$ cat src/design/lcsp_pkg.sv
package lcsp_pkg;

	localparam int MAX_SERVERS = 16;
	localparam int MAX_CLIENTS = 1024;

	localparam int SRV_IW    = $clog2(MAX_SERVERS);
	localparam int SRV_CW    = $clog2(MAX_SERVERS + 1);
	localparam int LOAD_W    = 11;
	localparam int MAP_DEPTH = (MAX_CLIENTS < 1024) ? MAX_CLIENTS : 1024;
	localparam int MAP_AW    = $clog2(MAP_DEPTH);

	localparam logic [1:0] KIND_REGISTER   = 2'd0;
	localparam logic [1:0] KIND_REQUEST    = 2'd1;
	localparam logic [1:0] KIND_DEREGISTER = 2'd2;
	localparam logic [1:0] KIND_RELEASE    = 2'd3;

	localparam logic [1:0] STATUS_OK         = 2'd0;
	localparam logic [1:0] STATUS_NO_SERVERS = 2'd1;
	localparam logic [1:0] STATUS_FULL       = 2'd2;

	typedef struct packed {
		logic [1:0]  kind;
		logic [31:0] server_addr;
		logic [15:0] server_port;
		logic [9:0]  client_id;
	} item_t;

	typedef struct packed {
		logic [1:0]  status;
		logic [31:0] chosen_addr;
		logic [15:0] chosen_port;
	} result_t;

	typedef struct packed {
		logic [31:0]       addr;
		logic [15:0]       port;
		logic [LOAD_W-1:0] load;
	} entry_t;

	// scan token handed from cell to cell
	typedef struct packed {
		logic              vld;
		logic              hit;
		logic [SRV_IW-1:0] hit_idx;
		logic              have;
		logic [LOAD_W-1:0] best_load;
		logic [SRV_IW-1:0] best_idx;
		logic [31:0]       best_addr;
		logic [15:0]       best_port;
	} scan_t;

	typedef enum logic [2:0] {
		CMD_NONE,
		CMD_WRITE,
		CMD_INC,
		CMD_DEC,
		CMD_SHIFT
	} cmd_op_t;

	typedef struct packed {
		cmd_op_t           op;
		logic [SRV_IW-1:0] pos;
	} cmd_t;

	typedef struct packed {
		logic        mapped;
		logic [31:0] addr;
		logic [15:0] port;
	} map_t;

	typedef enum logic [2:0] {
		ST_CLEAR,
		ST_IDLE,
		ST_KEY,
		ST_FIRE,
		ST_SCAN,
		ST_COMMIT
	} state_t;

endpackage

$ cat src/design/lcsp_cell.sv
module lcsp_cell (
	input  logic                       clk,
	input  logic                       arst_n,
	input  logic [lcsp_pkg::SRV_IW-1:0] idx,
	input  logic [lcsp_pkg::SRV_CW-1:0] total,
	input  logic [31:0]                key_addr,
	input  logic [15:0]                key_port,
	input  lcsp_pkg::cmd_t             cmd,
	input  lcsp_pkg::entry_t           next_entry,
	input  lcsp_pkg::scan_t            carry_in,
	output lcsp_pkg::scan_t            carry_out,
	output lcsp_pkg::entry_t           entry
);

	lcsp_pkg::entry_t ent_q;
	lcsp_pkg::scan_t  carry_q;
	lcsp_pkg::scan_t  carry_d;
	logic             live;

	assign live      = 32'(idx) < 32'(total);
	assign entry     = ent_q;
	assign carry_out = carry_q;

	always_comb begin
		carry_d = carry_in;
		if (carry_in.vld && live) begin
			if (!carry_in.hit && ent_q.addr == key_addr && ent_q.port == key_port) begin
				carry_d.hit     = 1'b1;
				carry_d.hit_idx = idx;
			end
			// strict compare keeps the first of equal loads
			if (!carry_in.have || ent_q.load < carry_in.best_load) begin
				carry_d.have      = 1'b1;
				carry_d.best_load = ent_q.load;
				carry_d.best_idx  = idx;
				carry_d.best_addr = ent_q.addr;
				carry_d.best_port = ent_q.port;
			end
		end
	end

	always_ff @(posedge clk or negedge arst_n) begin
		if (!arst_n) begin
			carry_q <= '0;
		end else begin
			carry_q <= carry_d;
		end
	end

	always_ff @(posedge clk) begin
		case (cmd.op)
			lcsp_pkg::CMD_WRITE: begin
				if (cmd.pos == idx) begin
					ent_q.addr <= key_addr;
					ent_q.port <= key_port;
					ent_q.load <= '0;
				end
			end
			lcsp_pkg::CMD_INC: begin
				if (cmd.pos == idx && ent_q.load != '1) begin
					ent_q.load <= ent_q.load + lcsp_pkg::LOAD_W'(1);
				end
			end
			lcsp_pkg::CMD_DEC: begin
				if (cmd.pos == idx && ent_q.load != '0) begin
					ent_q.load <= ent_q.load - lcsp_pkg::LOAD_W'(1);
				end
			end
			lcsp_pkg::CMD_SHIFT: begin
				// close the gap: take the neighbor's entry
				if (idx >= cmd.pos) begin
					ent_q <= next_entry;
				end
			end
			default: begin
			end
		endcase
	end

endmodule

$ cat config.mk
export PLATFORM = sky130hd
export DESIGN_NAME = lcsp_cell
export DESIGN_NICKNAME = d
export VERILOG_FILES = /design/src/design/lcsp_pkg.sv /design/src/design/lcsp_cell.sv
export SDC_FILE = /design/constraint.sdc
export NUM_CORES = 1
export LEC_CHECK = 0
export ABC_AREA = 1
export BUFFER_PORTS_ARGS = -buffer_cell sky130_fd_sc_hd__buf_2
export CAP_MARGIN = 10
export CORE_MARGIN = 2
export CORE_UTILIZATION = 40
export DETAILED_ROUTE_END_ITERATION = 8
export PLACE_DENSITY = 0.8
export SETUP_SLACK_MARGIN = 0.5
export SLEW_MARGIN = 30
export SYNTH_ARGS = -nofsm -noshare
export SYNTH_HDL_FRONTEND = slang
export SYNTH_SLANG_ARGS = --single-unit
$ cat constraint.sdc
create_clock -name clk -period 2.55 [get_ports clk]
set_input_delay 0.51 -clock clk [delete_from_list [all_inputs] [get_ports clk]]
set_output_delay 0.51 -clock clk [all_outputs]
set_load 0.05 [all_outputs]
After elaboration in Yosys (flattened, before gate mapping)
Index checks and enable logic that the tools add are counted.
- bits in registers: 129
- output and inout bits: 129
- bits of input ports: 195
- order comparisons: 3
- equal/unequal tests: 12
- mux-type cells: 9
- add/subtract/negate cells: 2
- reduce and logical (&&, ||, !) cells: 13
- operators with widths (kind ; count):
    $mux 59 ; 2
    $pmux 48 s2 ; 1
    $mux 69 ; 1
    $mux 64 ; 1
    $pmux 11 s4 ; 1
    $eq 32x32->1 ; 1
    $mux 11 ; 2
    $eq 16x16->1 ; 1
    $add 11x1->11 const B ; 1
    $lt 11x11->1 ; 1
    $ne 11x11->1 const B ; 1
    $reduce_bool 11->1 ; 1
    $sub 11x1->11 const B ; 1
    $ne 2x2->1 const B ; 4
    $eq 3x2->1 const B ; 2
    $logic_and 1x1->1 ; 5
    $lt 4x5->1 ; 1
    $mux 5 ; 1
    $reduce_and 5->1 ; 1
    $eq 4x4->1 ; 1
    $ge 4x4->1 ; 1
    $reduce_bool 4->1 ; 1
    $eq 3x1->1 const B ; 1
    $eq 3x3->1 const B ; 1
    other kinds (4) ; 5

Logic depth before layout (Yosys ltp)
- depth in word-level cells: 5
- gate-level depth with buffers: 14
- gate-level depth less buffers: 14

Worst setup path before layout
No wires, ideal clock.
- kind: input port to flip-flop
- start: in cmd[1] (netlist name)
- end: reg ent_q, in the netlist entry[11] (enable)
- arrival: 3.478 ns
- buffers on the path: 0
- cell stages on the path: 8
- required time: 2.081 ns
- setup slack: -1.397 ns
- cell sequence: inv_1 > ha_1 > inv_1 > nor2_1 > o211ai_1 > nand3_1 > nand2_1 > a21oi_1
- cells in the longest elaborated chain, start to end: 3
- elaborated cells between the ends (all ways): 5
- ends and longest elaborated chain (what ; line ; text):
    start, declared ; lcsp_cell.sv:8 ; input lcsp_pkg::cmd_t cmd,
    $ge 4x4->1 or $eq 4x4->1 (tied branches) ; lcsp_cell.sv:71, lcsp_cell.sv:53 ;
    $ne 2x2->1 (no line) ; -- ;
    $reduce_and 3->1 (no line) * ; -- ;
    end signal, assigned ; lcsp_cell.sv:72 ; ent_q <= next_entry;
    end, declared ; lcsp_cell.sv:15 ; lcsp_pkg::entry_t ent_q;
Mark *: on every way between the ends. The rest lies on a longest branch, timed or not.
A chain may end at the register's enable or synchronous reset.

Final worst setup path
- start: in cmd[4] (netlist name)
- end: reg ent_q, in the netlist entry[6], data pin
- cells in the longest elaborated chain, start to end: 2
- elaborated cells between the ends (all ways): 5
- ends and longest elaborated chain (what ; line ; text):
    $eq 3x3->1, or another cell as far along ; lcsp_cell.sv:51 ; case (cmd.op)
    $pmux 11 s4 * ; lcsp_cell.sv:51 ;
Marks and branches as above.

==> metrics.yaml <==
grt:
  grt-ovfl-total: 0
  grt_use_met2_pct: 44.1
  grtUsageTotal_pct: 25.9
  gr-usage-met3_pct: 8.28
  grt.busiest_layer: "met2"
  use_met1_pct: 29.7
  grt_pass1_vias: 7066
  grt_pass1_wl_mm: 36.4
  grt_max_degree: 71
  antenna_found_initial: 2
cts:
  cts_sinks: 129
  cts_hold_buf: 0
  cts_root_buffer: "clkbuf_16"
  clk_latency_ps: 420
  clk_path_buf_depth: 2
  cts.clk_slew.worst_paths_ps: 60
  cts_buffers: 17
  cts_tree: "built"
  htreeDepth: 4
drt:
  vias_per_cell: 4.90
  wl_per_cell_um: 17.2
  first_pass_iters: 5
  wl_mm: 24.8
  drtIter0Drc: 453
  route.detailed.drc: 0
  vias: 7075
  antenna_left: 0
timing:
  final-hold-violation-count: 0
  worstMarginPinSlew_ps: 689
  setup_violations: 0
  period_needed_ps: 2000
  worst_slack_ps: 551
  slew-limit-headroom_pct: 54.1
  rsz0062_at_grt: "yes"
  finalMaxSlewViolations: 0
  fmax_mhz: 500
  setup_tns_ps: 0
  fin_skew_ps: 12.2
  fin_crit_sh_pct: 78.4
  whs_ps: 98.1
worst_setup_path:
  rr_worst_depth: 10
  cp_top_family: "simple AND/OR/NAND/NOR gates"
  rr_endpoint: "carry_out[60]$_DFF_PN0_"
  r2r_start: "entry[10]$_DFFE_PP_"
  required_ps: 2720
  timing.critical_path.buf_inv: 3
  max_stage_delay_ps: 250
  startpoint: "cmd[4]"
  endpoint: "entry[6]$_DFFE_PP_"
  cpMaxStageDelayCell: "or2_4"
  crit_type: "primary input to flip-flop"
  crit_path_start_kind: "primary input"
  cp.arrival_ps: 2170
  path_depth: 12
  endpoint_kind: "flip-flop"
  rrSetupSlack_ps: 620
  crit_chain: "clkbuf_4 > inv_12 > nor2_4 > nand2_2 > inv_6 > ha_4 > a21oi_2 > o21ai_1 > a21o_1 > or2_4 > nand3_2 > nand2_1"
  cp_max_fo: 10
run_status:
  status: "completed"
yosys:
  synth.area.top_cells: "edfxtp_1 (25%), dfrtp_1 (25%), nand2_1 (15%), inv_1 (5.9%), ha_1 (4.6%)"
  synth-seq-cells: 129
  syn-num-nets: 1080
  synth_edf_count: 59
  yosysSeqAreaShare_pct: 49.4
  synth_top_area_share_pct: 24.8
  synth_warnings: 0
  synthCells: 858
  synth_area_mm2: 0.00713
  yosysTopAreaCell: "edfxtp_1"
  synth_flop_cell: "dfrtp_1"
  async_reset_ff_share_pct: 54.3
  syn_area_per_cell_um2: 8.31
  synthDistinctLibCells: 33
die:
  ios: 324
  fp.dieH_um: 138
  die_x_um: 138
  core_area_mm2: 0.0174
  design.die.area_mm2: 0.0189
  start_util_pct: 41.1
  placementRows: 48
place:
  place_congestion: 0.864
  dp_slack_ps: 102
  hpwl_mm: 18.9
  port_buffers: 323
finish:
  nets: 1424
  final_cell_mix: "buf_2 (321), nand2_1 (258), inv_1 (107), dfrtp_1 (70), edfxtp_1 (59)"
  final_layout_size_suffix_gt1_share_pct: 40.9
  fin_util_pct: 57.8
  syn_to_final_growth_pct: 40.6
  layout.cells.most_common: "buf_2"
power:
  p_int_mw: 4.56
  power_frac_comb_pct: 29.7
  peakVddDrop_v: 0.000442
  power_mw: 7.16
  netSwitchingFraction_pct: 36.4
  power.share.clock_pct: 34.9
  switchingPower_mw: 2.61
  p_leak_nw: 5.22
  seqPwrFrac_pct: 35.4
  power.density_mw_per_mm2: 715
hold_path:
  hold_path_class: "primary input to asynchronous set/reset pin"
run:
  cap_violations: 0
-- final cells by class --
type,count,area (um^2)
inverters,114,458
flip-flops and latches,129,3520
multi-input cells,590,3240
fillers,1578,7330
diodes,4,10.0
clock inverters,9,90.1
well taps,225,282
clock buffers,23,520
repair buffers,350,1900
-- logic make-up (layout without fill, tap and decap cells) --
family / Yosys count / count (layout) / synth area share [%]
simple gates: 416 / 418 / 24.2
buf+inv: 141 / 496 / 8.77
compound gates: 130 / 130 / 10.9
flops: 129 / 129 / 49.4
fa+ha+maj: 27 / 27 / 4.84
xor+xnor: 15 / 15 / 1.84
other cells: 0 / 4 / 0
-- metal layers --
| layer | wire, um | share of wire [%] |
|---|---|---|
| met1 | 9480 | 38 |
| met5 | 0 | 0 |
| met3 | 2300 | 9.2 |
| met2 | 12200 | 49 |
| met4 | 911 | 3.7 |
-- state kept, by name, indices dropped and copies added, names as in the netlist --
signal	count
entry	59
carry_out	70
-- cell usage after synthesis, types with 2 or more instances --
cell      count
dfrtp_1      70
xnor2_1       7
xor2_1        8
o21ai_1      12
a21o_1        2
nand2_1     290
nand3_1      36
buf_4         2
edfxtp_1     59
a21oi_1      17
nand2_4       2
or2_2         2
nand4_1      11
clkbuf_1      7
buf_8         2
o21ai_0      63
nand3_2       2
ha_1         26
buf_2        10
o211ai_1      2
o22ai_1       3
nor2_1       49
inv_2         2
inv_1       112
o21ai_2      30
nand2_2      17
nor3_1        5
buf_6         5
-- power groups by stage --
| stage | Combinational [mW] | Sequential [mW] | Clock, mW |
|---|---|---|---|
| floorplan | 0.656 | 3.33 | 0 |
| global placement | 2.01 | 2.57 | 0 |
| detailed placement | 2.05 | 2.58 | 0 |
| CTS | 2.11 | 2.54 | 2.54 |
| global route | 2.28 | 2.56 | 2.62 |
| finish | 2.13 | 2.53 | 2.50 |
-- how the worst min path moves through the flow --
stage,endpoint,slack (ps),depth (start not counted)
detailed placement,carry_out[24]$_DFF_PN0_,560,2
CTS,carry_out[69]$_DFF_PN0_,190,1
finish,carry_out[41]$_DFF_PN0_,100,1
floorplan,carry_out[0]$_DFF_PN0_,210,0
global placement,carry_out[8]$_DFF_PN0_,540,2
global route,carry_out[41]$_DFF_PN0_,160,1
-- through the flow --
stage,instances,area [um^2]
after floorplan,858,7350
after global placement,1397,9220
after detailed placement,1397,9220
after CTS,1438,9960
after global routing,1441,10000
final,1444,10000
-- what timing repair did --
action                     4_1_cts  5_1_grt
resized for setup                6       16
cloned                           3        0
buffers inserted                 6        2
setup endpoints to repair       36       36
pin swaps                        2        1
-- worst reg2reg max path: cells and delay by family (launching register included) --
kind                     cells  cell delay [ps]
AO/OA/AOI/OAI                1               70
adder cells (fa/ha/maj)      1              320
buffers and inverters        1              210
flip-flops                   1              440
AND/OR/NAND/NOR              7              790
Power figures use the tool's default switching activity.
